[src/hdl/pie_pkg.sv]
// ----------------------------------------------------------------------------
// Probe response parser package
// Shared constants, codes and record types of the probe response parser.
// ----------------------------------------------------------------------------
package pie_pkg;

  // Default sizes, handed to the top level's parameters.
  localparam int TABLE_ENTRIES_DEF = 16;
  localparam int SSID_BYTES_DEF    = 32;
  localparam int MAX_FRAME_DEF     = 2048;

  // Frame layout and element codes.
  localparam logic [7:0] PROBE_RESP  = 8'h50;
  localparam int         IE_START    = 36;
  localparam int         BSSID_FIRST = 16;
  localparam int         BSSID_BYTES = 6;
  localparam logic [7:0] ID_SSID     = 8'd0;
  localparam logic [7:0] ID_RSN      = 8'd48;
  localparam logic [7:0] ID_VENDOR   = 8'd221;
  localparam logic [7:0] OUI_BYTE0   = 8'h00;
  localparam logic [7:0] OUI_BYTE1   = 8'h50;
  localparam logic [7:0] OUI_BYTE2   = 8'hF2;
  localparam logic [7:0] VENDOR_MIN  = 8'd4;

  // Width of the SSID carried in a frame record, and chunking of results.
  localparam int SSID_STORE  = 32;
  localparam int CHUNK_BYTES = 8;

  // Number of finished frame records held between the parser and the output.
  localparam int QUEUE_DEPTH = 2;

  // Reset value of the scanned channel.
  localparam logic [3:0] CHANNEL_RESET = 4'd1;

  typedef enum logic [2:0] {
    ST_STORED     = 3'd0,
    ST_TOO_SHORT  = 3'd1,
    ST_NOT_PROBE  = 3'd2,
    ST_TABLE_FULL = 3'd3,
    ST_TOO_LONG   = 3'd4
  } status_t;

  typedef enum logic [1:0] {
    AUTH_OPEN = 2'd0,
    AUTH_WPA  = 2'd1,
    AUTH_WPA2 = 2'd2
  } auth_t;

  // One input transaction.
  typedef struct packed {
    logic       func;
    logic [7:0] rx_byte;
    logic       frame_end;
  } in_item_t;

  // One result transaction.
  typedef struct packed {
    logic [2:0]  status;
    logic [3:0]  entry_index;
    logic [47:0] bssid;
    logic [7:0]  ssid_len;
    logic [1:0]  auth_mode;
    logic [3:0]  channel;
    logic [1:0]  chunk_index;
    logic [63:0] ssid_chunk;
    logic        last_of_run;
  } out_item_t;

  // Summary of one finished frame, passed from the parser to the output side.
  typedef struct packed {
    status_t                           status;
    logic [3:0]                        entry_index;
    logic [47:0]                       bssid;
    logic [7:0]                        ssid_len;
    auth_t                             auth_mode;
    logic [3:0]                        channel;
    logic [SSID_STORE-1:0][7:0]        ssid;
  } rec_t;

  // Handshake between the record queue and the output side.
  typedef struct packed {
    logic valid;
    logic pop;
  } q_ctl_t;

endpackage

[src/hdl/pie_stream_if.sv]
// ----------------------------------------------------------------------------
// Valid/ready stream interface
// One channel with a valid/ready handshake and a typed payload.
// ----------------------------------------------------------------------------
interface pie_stream_if #(
  parameter type payload_t = logic
);
  logic     valid;
  logic     ready;
  payload_t payload;

  modport source (output valid, output payload, input ready);
  modport sink   (input valid, input payload, output ready);
endinterface

[src/hdl/pie_back.sv]
// ----------------------------------------------------------------------------
// Probe response parser output stage
// Turns frame records into result transactions through an output register.
// ----------------------------------------------------------------------------
module pie_back import pie_pkg::*; (
  input  logic         clk,
  input  logic         rst,
  input  rec_t         head,
  input  q_ctl_t       q_stat,
  output q_ctl_t       q_req,
  pie_stream_if.source result
);

  logic      out_valid;
  out_item_t out_item;
  logic [1:0] chunk;
  logic      load, last;

  assign load = q_stat.valid && (!out_valid || result.ready);
  assign last = (head.status != ST_STORED) || (chunk == 2'd3);

  assign q_req.valid = 1'b0;
  assign q_req.pop   = load && last;

  assign result.valid   = out_valid;
  assign result.payload = out_item;

  always_ff @(posedge clk) begin
    if (rst) begin
      out_valid <= 1'b0;
      chunk     <= '0;
    end else if (load) begin
      out_valid <= 1'b1;
      chunk     <= last ? 2'd0 : chunk + 2'd1;
    end else if (result.ready) begin
      out_valid <= 1'b0;
    end
    if (load) begin
      out_item.status      <= head.status;
      out_item.entry_index <= head.entry_index;
      out_item.bssid       <= head.bssid;
      out_item.ssid_len    <= head.ssid_len;
      out_item.auth_mode   <= head.auth_mode;
      out_item.channel     <= head.channel;
      out_item.chunk_index <= chunk;
      out_item.ssid_chunk  <= head.ssid[{chunk, 3'b000} +: CHUNK_BYTES];
      out_item.last_of_run <= last;
    end
  end

endmodule

[src/flat_wrapper.sv]
// flat-port wrapper written by rule: the top's interface ports become plain ports
module pie_back_flat import pie_pkg::*;
  (clk, rst, head, q_stat, q_req, result_valid, result_payload, result_ready);
  pie_stream_if result_i ();
  input  logic clk;
  input  logic rst;
  input  rec_t head;
  input  q_ctl_t q_stat;
  output q_ctl_t q_req;
  output wire logic [$bits(result_i.valid)-1:0] result_valid;
  output wire logic [$bits(result_i.payload)-1:0] result_payload;
  input wire logic [$bits(result_i.ready)-1:0] result_ready;
  assign result_valid = result_i.valid;
  assign result_payload = result_i.payload;
  assign result_i.ready = result_ready;
  pie_back u_core (.clk(clk), .rst(rst), .head(head), .q_stat(q_stat), .q_req(q_req), .result(result_i));
endmodule
[config.mk]
export PLATFORM = sky130hd
export DESIGN_NAME = pie_back_flat
export DESIGN_NICKNAME = d
export VERILOG_FILES = /design/src/hdl/pie_pkg.sv /design/src/hdl/pie_stream_if.sv /design/src/hdl/pie_back.sv /design/src/flat_wrapper.sv
export SDC_FILE = /design/constraint.sdc
export NUM_CORES = 1
export LEC_CHECK = 0
export BUFFER_PORTS_ARGS = -buffer_cell sky130_fd_sc_hd__buf_2
export CAP_MARGIN = 20
export CORE_AREA = 2 2 131 133
export CTS_CLUSTER_DIAMETER = 60
export DETAILED_ROUTE_END_ITERATION = 8
export DIE_AREA = 0 0 133 135
export PLACE_DENSITY_LB_ADDON = 0.05
export SLEW_MARGIN = 20
export SYNTH_ARGS = -nofsm -noshare
export SYNTH_HDL_FRONTEND = slang
export SYNTH_SLANG_ARGS = --single-unit
[constraint.sdc]
create_clock -name clk -period 1.3 [get_ports clk]
set_input_delay 0.13 -clock clk [delete_from_list [all_inputs] [get_ports clk]]
set_output_delay 0.13 -clock clk [all_outputs]
set_load 0.05 [all_outputs]
Word-level counts from Yosys, hierarchy flattened
Cells that the tools add are included.
{"block": "totals", "reg_bits": 4, "in_bits": 330, "out_inout_bits": 4, "word_cells": 15}
{"block": "classes", "n_addsub": 1, "eq_ne": 1, "n_mux": 3, "reduce_logical": 7}
{"op": "$reduce_bool 3->1", "count": 1}
{"op": "$add 2x1->2 const B", "count": 1}
{"op": "$eq 2x2->1 const B", "count": 1}
{"op": "$logic_and 1x1->1", "count": 2}
{"op": "$logic_or 1x1->1", "count": 2}
{"op": "$mux 1", "count": 2}
{"op": "$mux 2", "count": 1}
{"op": "$reduce_bool 2->1", "count": 1}
{"op": "$logic_not 1->1", "count": 1}

Logic depth before layout (Yosys ltp)
{"block": "depth", "ltp_word": 4, "mapped_depth": 4}

Worst setup path before layout
OpenSTA, ideal clock, no wires.
{"block": "synth_path", "kind": "reg-to-output", "start": "reg u_core.out_valid, in the netlist u_core.result.valid", "end": "out q_req[0] (netlist bit)", "arrival_time_ns": 1.786, "path_slack_ns": -0.616, "path_stages_with_launch": 3, "n_path_buf": 0, "cell_sequence": "dfxtp_1 > nor2b_1 > nor3_1"}
{"element": "start, declared", "line": "pie_back.sv:14", "text": "logic out_valid;"}
{"element": "start signal, assigned", "line": "pie_back.sv:30", "text": "out_valid <= 1'b0;"}
{"element": "start signal, assigned", "line": "pie_back.sv:33", "text": "out_valid <= 1'b1;"}
{"element": "start signal, assigned", "line": "pie_back.sv:36", "text": "out_valid <= 1'b0;"}
{"element": "end, declared", "line": "flat_wrapper.sv:9", "text": "output q_ctl_t q_req;"}

==> results.sh <==
export IMPL_status="finished with violations"
export IMPL_violations="setup timing"
export IMPL_ys_seq_area_share_pct=44.2
export IMPL_syn_avg_cell_area_um2=9.71
export IMPL_grt_pass1_vias=243
export IMPL_routed_wl_met3_um=62
export IMPL_rsz0062_at_grt="yes"
export IMPL_drive_gt1_share_pct=55.6
export IMPL_finalSetupTns_ns=-0.0610
export IMPL_grt_max_degree=6
export IMPL_multi_input_area_um2=123
export IMPL_worstSetupPathType="register to primary output"
export IMPL_holdBufCountCts=0
export IMPL_crit_chain="ha_4, nor4_4, buf_6, nor3_4, buf_6"
export IMPL_wl_met2_um=416
export IMPL_grt_antenna_before_repair=0
export IMPL_worstPathRequired_ns=1.17
export IMPL_ys_ff_latch=4
export IMPL_fin_util_pct=3.99
export IMPL_layout_nets=368
export IMPL_syn_nets=352
export IMPL_endpoint_kind="primary output"
export IMPL_timing_fmax_mhz=735
export IMPL_clkSlewWorstSetupHoldPaths_ns=0.03
export IMPL_layout_setup_ws_ns=-0.0610
export IMPL_dieHeight_um=135
export IMPL_synth_common_cells="a21oi_1 (3), dfxtp_1 (3), inv_1 (2), o21ai_0 (2)"
export IMPL_cp_start_kind="register"
export IMPL_power_leakage_nw=0.162
export IMPL_syn_inst=21
export IMPL_crit_start="u_core.chunk[0]"
export IMPL_root_buffer="clkbuf_16"
export IMPL_htreeDepth=1
export IMPL_vias_per_cell=0.828
export IMPL_cp_slowest_stage_delay_ns=0.33
export IMPL_skew_ns=0.00209
export IMPL_finalSetupViolCount=1
export IMPL_cpMaxStageDelayCell="dfxtp_2"
export IMPL_cts_tree="yes"
export IMPL_irDropWorstVdd_mv=0.419
export IMPL_path_max_fanout=3
export IMPL_synth_top_cell_by_area="dfxtp_1"
export IMPL_ys_types=15
export IMPL_cts_sinks=4
export IMPL_fin_crit_sh_pct=105
export IMPL_rr_startpoint="u_core.chunk[0]"
export IMPL_critPathBufInv=2
export IMPL_synth_top_area_share_pct=29.4
export IMPL_antenna_left=0
export IMPL_drt_met1_wl_um=451
export IMPL_grt_overflow_total=0
export IMPL_fp_dieW_um=133
export IMPL_core_area_mm2=0.0164
export IMPL_dieArea_mm2=0.0180
export IMPL_cpMostUsedCell="buf_6"
export IMPL_fin_crit_ns=1.36
export IMPL_hpwl_um=749
export IMPL_finalMaxSlewViolations=0
export IMPL_drc=0
export IMPL_place_gp_congestion=0.554
export IMPL_diodes=0
export IMPL_r2r_slack_ns=0.07
export IMPL_synth_edff_count=1
export IMPL_min_from="rst"
export IMPL_routed_top_layer="met4"
export IMPL_drt_pass1_iter_count=2
export IMPL_seq_area_um2=92.6
export IMPL_synth_cell_area_um2=204
export IMPL_wirelength_um=948
export IMPL_clkLatencyLatePin_ns=0.23
export IMPL_synth_flop_cell="dfxtp_1"
export IMPL_syn_to_final_growth_pct=221
export IMPL_async_reset_ff_share_pct=0
export IMPL_placement_rows=47
export IMPL_globalRouteTotalUtil_pct=1.19
export IMPL_vias=212
export IMPL_power_w=0.000722
export IMPL_yosysWarnings=0
export IMPL_cp_top_family="flip-flops"
export IMPL_cp_arrival_ns=1.23
export IMPL_num_fill_cells=1943
export IMPL_cts_max_path_buffers=2
export IMPL_power_density_mw_per_mm2=1100
export IMPL_hold_viol=0
export IMPL_avgRoutedWirePerCell_um=3.70
export IMPL_start_util_pct=1.24
export IMPL_worstHoldPathType="input pin to register"
export IMPL_grt_pass1_wl_um=1440
export IMPL_io_buffers=9
export IMPL_drt_iter0_markers=15
export IMPL_cts_made_buffers=3
export IMPL_drv_cap=0
export IMPL_synth_area_top_cells="dfxtp_1 (29%), edfxtp_1 (15%), nor4_4 (10%)"
export IMPL_ios=334
[worst paths after layout]
kind	to	cells past startpoint
setup / recovery	q_req[0]	5
setup reg to reg	u_core.chunk[0]	6
hold / removal	u_core.result.valid	2
hold reg to reg	u_core.chunk[0]	2
[what timing repair did]
item                                    CTS  global route
pin swaps                                 0             1
gates resized for setup                   6             0
endpoints found under the setup margin    1             3
buffers inserted                          1             0
[per-layer routing]
layer,GRT usage [%],vias up
li1,-,102
met1,1.45,100
met2,1.55,8
met3,0.863,2
met4,0.538,0
met5,0,-
[metrics by stage]
step                      cells  hold WS, ns  setup slack, ns  instance area [um2]
final                       256        0.117          -0.0610                  654
after global routing        256        0.131           -0.132                  654
after CTS                   256        0.109          -0.0974                  654
after detailed placement    251        0.346          -0.0503                  544
after global placement      251        0.351          -0.0379                  544
after floorplan              21        0.192           0.0862                  216
[flip-flops by register name, indices dropped and copies added, names as in the netlist]
register	count
u_core.result.payload	1
u_core.chunk	2
u_core.result.valid	1
[logic make-up after synthesis]
kind of cell,Yosys count,synth area share [%]
and+or+nand+nor,7,28.2
other,1,1.84
buffers and inverters,3,7.36
DFF,4,44.2
adders and majority gates,1,6.13
AOI/OAI and AO/OA,5,12.3
[final cells by class]
cell class,count,area share (%)
Multi-Input combinational cell,14,18.7
Inverter,2,1.15
Sequential cell,4,14.1
Timing Repair Buffer,12,11.9
Tap cell,220,42.1
Clock buffer,4,12.0
[placed cells by master, fill, tap and decap left out]
master,n
dfxtp_1,1
conb_1,1
nor2_1,1
nor2b_1,1
nor3_4,1
clkbuf_16,3
a21oi_1,3
ha_4,1
nand4_1,1
inv_1,2
dfxtp_2,2
clkbuf_1,1
nand2b_1,1
buf_4,2
o21ai_0,2
edfxtp_1,1
buf_2,8
nor4_4,1
buf_6,2
nand4b_1,1
[where the power goes]
part / switching (W) / internal, W / total, W
Sequential: 0.00000242 / 0.000133 / 0.000136
Clock: 0.000100 / 0.000406 / 0.000507
Combinational: 0.0000521 / 0.0000276 / 0.0000797
[worst register-to-register path, cell delays in order (launching register included)]
cell and delay [ns]:
dfxtp_2 0.33, ha_4 0.18, nor4_4 0.15, buf_6 0.16
buf_4 0.13, nand4b_1 0.10, a21oi_1 0.12
(Power assumes the default switching activity.)
