[config.mk]
export PLATFORM = sky130hd
export DESIGN_NAME = pie_queue
export DESIGN_NICKNAME = d
export VERILOG_FILES = /design/src/hdl/pie_pkg.sv /design/src/hdl/pie_queue.sv
export SDC_FILE = /design/constraint.sdc
export NUM_CORES = 1
export LEC_CHECK = 0
export ABC_CLOCK_PERIOD_IN_PS = 34500
export BUFFER_PORTS_ARGS = -buffer_cell sky130_fd_sc_hd__buf_2
export CORE_AREA = 2 2 260 262
export DETAILED_ROUTE_END_ITERATION = 8
export DIE_AREA = 0 0 262 264
export GPL_ROUTABILITY_DRIVEN = 0
export PLACE_DENSITY = 0.71
export SYNTH_ARGS = -nofsm -noshare
export SYNTH_HDL_FRONTEND = slang
export SYNTH_SLANG_ARGS = --single-unit
[constraint.sdc]
create_clock -name clk -period 34.5 [get_ports clk]
set_input_delay 10.35 -clock clk [delete_from_list [all_inputs] [get_ports clk]]
set_output_delay 10.35 -clock clk [all_outputs]
set_load 0.03 [all_outputs]
[src/hdl/pie_pkg.sv]
// ----------------------------------------------------------------------------
// Probe response parser package
// Shared constants, codes and record types of the probe response parser.
// ----------------------------------------------------------------------------
package pie_pkg;

  // Default sizes, handed to the top level's parameters.
  localparam int TABLE_ENTRIES_DEF = 16;
  localparam int SSID_BYTES_DEF    = 32;
  localparam int MAX_FRAME_DEF     = 2048;

  // Frame layout and element codes.
  localparam logic [7:0] PROBE_RESP  = 8'h50;
  localparam int         IE_START    = 36;
  localparam int         BSSID_FIRST = 16;
  localparam int         BSSID_BYTES = 6;
  localparam logic [7:0] ID_SSID     = 8'd0;
  localparam logic [7:0] ID_RSN      = 8'd48;
  localparam logic [7:0] ID_VENDOR   = 8'd221;
  localparam logic [7:0] OUI_BYTE0   = 8'h00;
  localparam logic [7:0] OUI_BYTE1   = 8'h50;
  localparam logic [7:0] OUI_BYTE2   = 8'hF2;
  localparam logic [7:0] VENDOR_MIN  = 8'd4;

  // Width of the SSID carried in a frame record, and chunking of results.
  localparam int SSID_STORE  = 32;
  localparam int CHUNK_BYTES = 8;

  // Number of finished frame records held between the parser and the output.
  localparam int QUEUE_DEPTH = 2;

  // Reset value of the scanned channel.
  localparam logic [3:0] CHANNEL_RESET = 4'd1;

  typedef enum logic [2:0] {
    ST_STORED     = 3'd0,
    ST_TOO_SHORT  = 3'd1,
    ST_NOT_PROBE  = 3'd2,
    ST_TABLE_FULL = 3'd3,
    ST_TOO_LONG   = 3'd4
  } status_t;

  typedef enum logic [1:0] {
    AUTH_OPEN = 2'd0,
    AUTH_WPA  = 2'd1,
    AUTH_WPA2 = 2'd2
  } auth_t;

  // One input transaction.
  typedef struct packed {
    logic       func;
    logic [7:0] rx_byte;
    logic       frame_end;
  } in_item_t;

  // One result transaction.
  typedef struct packed {
    logic [2:0]  status;
    logic [3:0]  entry_index;
    logic [47:0] bssid;
    logic [7:0]  ssid_len;
    logic [1:0]  auth_mode;
    logic [3:0]  channel;
    logic [1:0]  chunk_index;
    logic [63:0] ssid_chunk;
    logic        last_of_run;
  } out_item_t;

  // Summary of one finished frame, passed from the parser to the output side.
  typedef struct packed {
    status_t                           status;
    logic [3:0]                        entry_index;
    logic [47:0]                       bssid;
    logic [7:0]                        ssid_len;
    auth_t                             auth_mode;
    logic [3:0]                        channel;
    logic [SSID_STORE-1:0][7:0]        ssid;
  } rec_t;

  // Handshake between the record queue and the output side.
  typedef struct packed {
    logic valid;
    logic pop;
  } q_ctl_t;

endpackage

[src/hdl/pie_queue.sv]
// ----------------------------------------------------------------------------
// Probe response parser record queue
// Short first-in first-out store of finished frame records.
// ----------------------------------------------------------------------------
module pie_queue import pie_pkg::*; (
  input  logic   clk,
  input  logic   rst,
  input  logic   push,
  input  rec_t   push_rec,
  output logic   full,
  input  q_ctl_t ctl_in,
  output q_ctl_t ctl_out,
  output rec_t   head
);

  localparam int AW = (QUEUE_DEPTH > 1) ? $clog2(QUEUE_DEPTH) : 1;
  localparam int NW = $clog2(QUEUE_DEPTH + 1);

  rec_t          mem [QUEUE_DEPTH];
  logic [AW-1:0] wr_ptr, rd_ptr;
  logic [NW-1:0] count;
  logic          pop;

  assign pop           = ctl_in.pop && (count != '0);
  assign full          = (count == NW'(QUEUE_DEPTH));
  assign ctl_out.valid = (count != '0);
  assign ctl_out.pop   = pop;
  assign head          = mem[rd_ptr];

  always_ff @(posedge clk) begin
    if (rst) begin
      wr_ptr <= '0;
      rd_ptr <= '0;
      count  <= '0;
    end else begin
      if (push) begin
        wr_ptr <= (wr_ptr == AW'(QUEUE_DEPTH - 1)) ? '0 : wr_ptr + AW'(1);
      end
      if (pop) begin
        rd_ptr <= (rd_ptr == AW'(QUEUE_DEPTH - 1)) ? '0 : rd_ptr + AW'(1);
      end
      count <= count + NW'(push) - NW'(pop);
    end
    if (push) begin
      mem[wr_ptr] <= push_rec;
    end
  end

endmodule

== Word-level counts from Yosys, hierarchy flattened ==
Memories as Yosys holds them, arrays and structs flattened. A register that Yosys moved wholly into a read port is not among the register bits.
Index checks and enable logic that the tools add are counted.

* Output and inout bits: 328
* Memory bits (writable): 650
* Input bits: 330
* Memories: 1
* Bits in registers: 4
* Word-level logic and storage cells: 17

{| class="wikitable"
|+ Memory list
! name !! words !! bits a word !! read ports !! clocked after memory_dff !! wr ports !! RTL line !! text
|-
| mem || 2 || 325 || 1 || 1 || 1 || pie_queue.sv:19 || <nowiki>rec_t mem [QUEUE_DEPTH];</nowiki>
|}

* Equal/unequal tests: 1
* Multiplexer cells: 6
* Reductions and logical operators: 2
* $add $sub $neg: 4

{| class="wikitable"
|+ Operators with widths
! kind !! count
|-
| $mux W1 || 6
|-
| $add A1 B1 Y1 const B || 2
|-
| $add A2 B1 Y2 || 1
|-
| $eq A2 B2 Y1 const B || 1
|-
| $reduce_bool A2 Y1 || 1
|-
| $sub A2 B1 Y2 || 1
|-
| $logic_and A1 B1 Y1 || 1
|}

== Longest topological paths before layout ==
Gate-level depths: netlist of the first run.

* Word-level depth: 4
* Gate-level depth with buffers: 6
* Depth with buffers taken out: 6

== Least setup slack after synthesis of the first run ==
Ideal clock, no wire load.

* Kind: input to register
* Start: in push
* End: mem mem[0][0] (netlist bit), enable pin
* Arrival time: 24313 ps
* Stages: 1
* Path slack: 9130 ps
* Path buffers: 0
* Cell sequence: nor2b_1

* Word-level cells in the longest chain between the ends: 2

{| class="wikitable"
|+ RTL lines
! what !! RTL line !! text
|-
| from (decl) || pie_queue.sv:8 || <nowiki>input logic push,</nowiki>
|-
| $mux W1 || pie_queue.sv:44 || <nowiki>if (push) begin</nowiki>
|-
| $mux W1 (not written as such) || pie_queue.sv:45 || <nowiki>mem[wr_ptr] <= push_rec;</nowiki>
|-
| to (decl) || pie_queue.sv:19 ||
|}

Every way passes these cells.

==> results.ini, run 1 <==
[die]
dieWidth_um=262
die_h_um=264
core_area_mm2=0.0666
rows=95
start_util_pct=35.9
boundaryPins=658
die_area_mm2=0.0692

[logic_synthesis]
synth_edf_count=650
ys_warn_count=0
synth_area_leaders=edfxtp_1, mux2_2, buf_6
synthesis.area_mm2=0.0239
ys_types=17
synth_most_common_cell=edfxtp_1
synth_commonest_cells=edfxtp_1, mux2_2, buf_6
synth_nets=1367
async_flop_share_pct=0
avgSynthCellArea_um2=23.1
synthFlopType=edfxtp_1
ys_ff_latch=655
seq_area_frac_synth_pct=82.2
synthDominantCellAreaShare_pct=81.8
synthCells=1035
synth_top_area_cell=edfxtp_1

[setup_path]
cp-end-kind=output pin
slowest_delay_ns=0.23
critPathSlowestCell=buf_2
crit_fanout=4
crit_top_cell=buf_2
critical-path-top-delay-family=buffers and inverters
worstPathCellList=buf_2 -> o21a_1 -> buf_2
cp.arrival_ns=10.88
critPathBufInv=2
cp-start-kind=input port
required_ns=24.15
crit_type=input port to output pin

[drt]
post_drt_wl_per_cell_um=19.1
routed_wl_mm=51.1
vias_per_cell=4.56
ant_nets=0
wl_met1_mm=18.2
met3_length_mm=4.04
drtPass1Iterations=4
num_vias=12192
drt-initial-drc-count=801
top_layer_used=met5
met2_length_mm=27.2
drc_errors=0

[timing]
worst_pin_slew_ns=1.09
slew_viol_final=0
fin_crit_sh_pct=61.5
fmax_mhz=47.1
fin_crit_ns=21.23
fin_worst_skew_ns=0.0150
hold_violations=0
setup_violations=0
maxSlewHeadroom_pct=27.4
setup_tns_ns=0
rsz0062_at_grt=false

[power_and_ir_drop]
powerDensity_mw_per_mm2=71.2
power_mw=2.15
power.internal_mw=1.52
combPwrFrac_pct=22.9
cellLeakagePower_nw=11.2
p_sw_share_pct=29.2
power.switching_uw=628
power_frac_clock_pct=32.9
seq_power_share_pct=44.2
ir_drop_uv=69.3

[final_layout]
fin_nets=2066
final_cells=2673
layout-drive-gt1-share_pct=60.8
n_fill_cell=5702
areaGrowthSynthToFinish_pct=26.5

[clocking]
cts_hold_buffers=0
root_buffer=clkbuf_16
cts_buffer_depth=3
clk_latency_ns=0.60
cts_tree=built
ctsHtreeMaxLevel=3
cts_made_buffers=68
cts_resized=0
post-cts-setup-buffers=0
path_clk_slew_ns=0.06
cts_sinks=655

[placement]
io_buffers=656
dp.cells=2537
hpwlAfterDp_mm=35.0

[run]
drv_cap=0

[global_routing]
grt_start_max_net_pins=158
grt_pass1_wl_mm=74.2
grt_overflow=0
antenna_found_initial=19
grt_use_total_pct=14.1
first_global_vias=13001

[hold_path]
hold_path_class=flop to flop

[outcome]
status=finished clean

per-layer routing:
layer  global-route usage (%)  vias up
met1                     14.8     6049
met5                        0        -
met2                     25.6      453
met3                     4.35      120
li1                         -     5560
met4                     6.44       10
worst register-to-register path: cells and delay by family (launching register included):
kind	cells	cell delay [ns]
flops	1	0.41
buf+inv	2	1.90
simple gates	1	0.68
flip-flops by register name, indices dropped and copies added (netlist names), named ones only:
name / count
count: 2
rd_ptr: 1
wr_ptr: 1
mem: 650
layout make-up:
class	instances	area [um^2]	area share [%]
Multi-Input combinational cell	341	3880	12.9
Clock inverter	34	355	1.18
Timing Repair Buffer	666	3380	11.2
Inverter	2	7.51	0.0249
Sequential cell	655	19600	65.0
Tap cell	873	1090	3.62
Antenna cell	15	37.5	0.124
Clock buffer	87	1810	6.01
stage by stage:
step	hold WS (ns)	util, %	area [um^2]	setup slack [ns]
global placement	0.564	42.0	28000	13.27
floorplan	0.496	-	23900	9.13
finish	0.598	45.4	30200	13.27
CTS	0.603	45.3	30200	13.25
global route	0.652	45.4	30200	13.24
detailed placement	0.583	42.0	28000	13.26
logic make-up (layout without fill, tap and decap cells):
family / Yosys count / count (layout) / share of synthesized area (%)
flops: 655 / 655 / 82.2
mux: 327 / 327 / 15.7
buf+inv: 39 / 789 / 1.58
simple gates: 9 / 9 / 0.204
fa+ha+maj: 2 / 2 / 0.105
xor+xnor: 2 / 2 / 0.131
compound gates: 1 / 1 / 0.0315
other cells: 0 / 15 / 0
path summary, 6_finish.rpt:
| kind | start | end | slack, ns | cells after the start |
|---|---|---|---|---|
| hold reg to reg | wr_ptr | wr_ptr | 0.60 | 2 |
| setup / recovery | ctl_in[0] | ctl_out[0] | 13.27 | 3 |
| hold / removal | wr_ptr | wr_ptr | 0.60 | 2 |
| setup reg to reg | wr_ptr | mem[1][149] | 31.06 | 3 |
placed cells by master, fill, tap and decap left out, types with 4 or more instances in the layout:
cell type / instances
buf_2: 656
buf_4: 8
bufinv_16: 5
clkbuf_1: 16
clkbuf_16: 69
clkinv_1: 16
clkinv_2: 6
dfxtp_1: 4
diode_2: 15
edfxtp_1: 650
mux2_2: 306
mux2_4: 20
power groups by stage:
stage	clock network (mW)	registers, mW	logic, mW
6_report	0.706	0.950	0.493
5_1_grt	0.754	0.955	0.517
4_1_cts	0.725	0.951	0.499
3_5_place_dp	0	0.967	0.496
3_3_place_gp	0	0.963	0.492
2_1_floorplan	0	0.977	0.376
Note: power is estimated with default switching activity, not from simulation.
==> run 2: changes to the inputs <==
Settings changed: ABC_CLOCK_PERIOD_IN_PS 34500 to 19090, CORE_AREA 2 2 260 262 to 2 2 257 259, DIE_AREA 0 0 262 264 to 0 0 259 261, PLACE_DENSITY 0.71 to 0.74.
Clock period 34.5 ns to 19.09 ns, I/O delays scaled along.
==> run 2 against run 1 <==
  * Highest routed layer unchanged
  * Critical endpoint unchanged
  * Final area shrank 0.60%
  * Utilization grew 0.79 points
  * Register-to-register slack lost 15 ns
==> results.ini, run 2 (synthesized netlist as in run 1, its figures left out) <==
[drt]
drtPass1Iterations=5  ; +1
num_vias=12333  ; +1.2%
drt-initial-drc-count=887  ; +11%
post_drt_wl_per_cell_um=19.8  ; +3.6%
routed_wl_mm=52.7  ; +3.1%
ant_nets=0  ; unchanged
vias_per_cell=4.64  ; +1.7%
drc_errors=0  ; unchanged

[clocking]
clk_latency_ns=0.59  ; about the same
cts_hold_buffers=0  ; unchanged
cts_tree=built
post-cts-setup-buffers=0  ; unchanged
root_buffer=clkbuf_16
ctsHtreeMaxLevel=3  ; unchanged
cts_sinks=655  ; unchanged
cts_buffer_depth=3  ; unchanged
cts_made_buffers=68  ; unchanged
cts_resized=0  ; unchanged
path_clk_slew_ns=0.05  ; about the same

[die]
dieWidth_um=259  ; -1.1%
rows=94  ; -1.1%
die_h_um=261  ; -1.1%
start_util_pct=36.7  ; +0.84 points
boundaryPins=658  ; unchanged
core_area_mm2=0.0650  ; -2.3%
die_area_mm2=0.0676  ; -2.3%

[timing]
setup_violations=0  ; unchanged
fin_worst_skew_ns=0.0246  ; +0.00957 ns
hold_violations=0  ; unchanged
setup_tns_ns=0  ; unchanged
worst_pin_slew_ns=1.15  ; +0.0568 ns
fmax_mhz=83.0
fin_crit_ns=12.05
fin_crit_sh_pct=63.1
maxSlewHeadroom_pct=23.6  ; -3.8 points
rsz0062_at_grt=false
slew_viol_final=0  ; unchanged
fin_ws_ns=7.04  ; -6.23 ns

[placement]
dpl_cell_area_mm2=0.0280  ; about the same
hpwlAfterDp_mm=35.9  ; +2.5%
pre_cts_ws_ns=7.04  ; -6.21 ns
io_buffers=656  ; unchanged

[global_routing]
grt_pass1_wl_mm=75.1  ; +1.1%
grt_start_max_net_pins=184  ; +16%
use_met2_pct=25.9  ; +0.37 points
grt_use_met1_pct=16.2  ; +1.4 points
busiest_layer=met2
met3_usage_pct=4.37  ; +0.028 points
antenna_found_initial=11  ; -8
grt_use_total_pct=14.7  ; +0.64 points
grt_overflow=0  ; unchanged
first_global_vias=12888  ; -0.87%

[setup_path]
crit_type=input port to output pin
cp.arrival_ns=6.32  ; -4.56 ns
crit_top_cell=buf_2
worstPathCellList=buf_2 -> o21a_1 -> buf_2
required_ns=13.36  ; -10.79 ns
slowest_delay_ns=0.24  ; about the same
crit_fanout=4  ; unchanged
cp-start-kind=input port
critPathBufInv=2  ; unchanged
critPathSlowestCell=o21a_1
critical-path-top-delay-family=buffers and inverters
cp-end-kind=output pin

[final_layout]
areaGrowthSynthToFinish_pct=25.8
regMostFlops=mem
fin_nets=2067  ; +0.048%
final_util_pct=46.1  ; +0.79 points
layout-drive-gt1-share_pct=60.8  ; about the same
layout_common_cells=buf_2, edfxtp_1, mux2_2
largest_reg_flops=650  ; unchanged
largestRegisters=mem: 650 flops, count: 2 flops
final_area_mm2=0.0300  ; -0.60%
layout_commonest_cell=buf_2

[power_and_ir_drop]
cellLeakagePower_nw=11.1  ; -0.63%
powerDensity_mw_per_mm2=127  ; +79%
ir_drop_uv=102  ; +47%

[hold_path]
hold_path_class=flop to flop

[run]
drv_cap=0  ; unchanged

[outcome]
status=finished clean

-- run 2: per-layer routing --
metal  part of all wire, %  routed length [um]  up-vias
li1                      -                   -     5564
met1                    36               19000     6168
met2                    53               27700      490
met3                   7.8                4090      109
met4                   3.6                1890        2
met5                 0.021                  11        -
-- run 2: layout make-up --
cell class	count	area, um^2
Clock buffer	88	1820
Tap cell	864	1080
Timing Repair Buffer	667	3380
Multi-Input combinational cell	341	3880
Sequential cell	655	19600
Inverter	2	7.51
Clock inverter	32	196
Antenna cell	11	27.5
Fill cell	5502	35000
-- run 2: worst paths after layout --
kind,from,endpoint,slack (ns),depth (start not counted)
hold reg to reg,wr_ptr,wr_ptr,0.58,2
hold / removal,wr_ptr,wr_ptr,0.58,2
setup / recovery,ctl_in[0],ctl_out[0],7.04,3
setup reg to reg,wr_ptr,mem[1][302],15.66,3
-- run 2: metrics by stage --
step                total power, mW  hold slack [ns]  instances
detailed placement             2.65            0.584       2529
global placement               2.64            0.565       2529
finish                         3.82            0.585       2660
CTS                            3.87            0.589       2649
floorplan                      2.43            0.515       1035
global route                   3.96            0.621       2659
-- run 2: power by group --
| group | leakage [nW] | switching (mW) | total [mW] | internal (mW) |
|---|---|---|---|---|
| registers | 6.14 | 0.0391 | 1.72 | 1.68 |
| clock network | 0.983 | 0.525 | 1.20 | 0.676 |
| logic | 3.98 | 0.576 | 0.893 | 0.316 |
| total | 11.1 | 1.14 | 3.82 | 2.68 |
-- run 2: worst reg2reg max path, delay by kind of cell (launching register included) --
| kind | cells | cell delay (ns) |
|---|---|---|
| AND/OR/NAND/NOR | 1 | 0.70 |
| buffers and inverters | 2 | 1.92 |
| flip-flops | 1 | 0.41 |
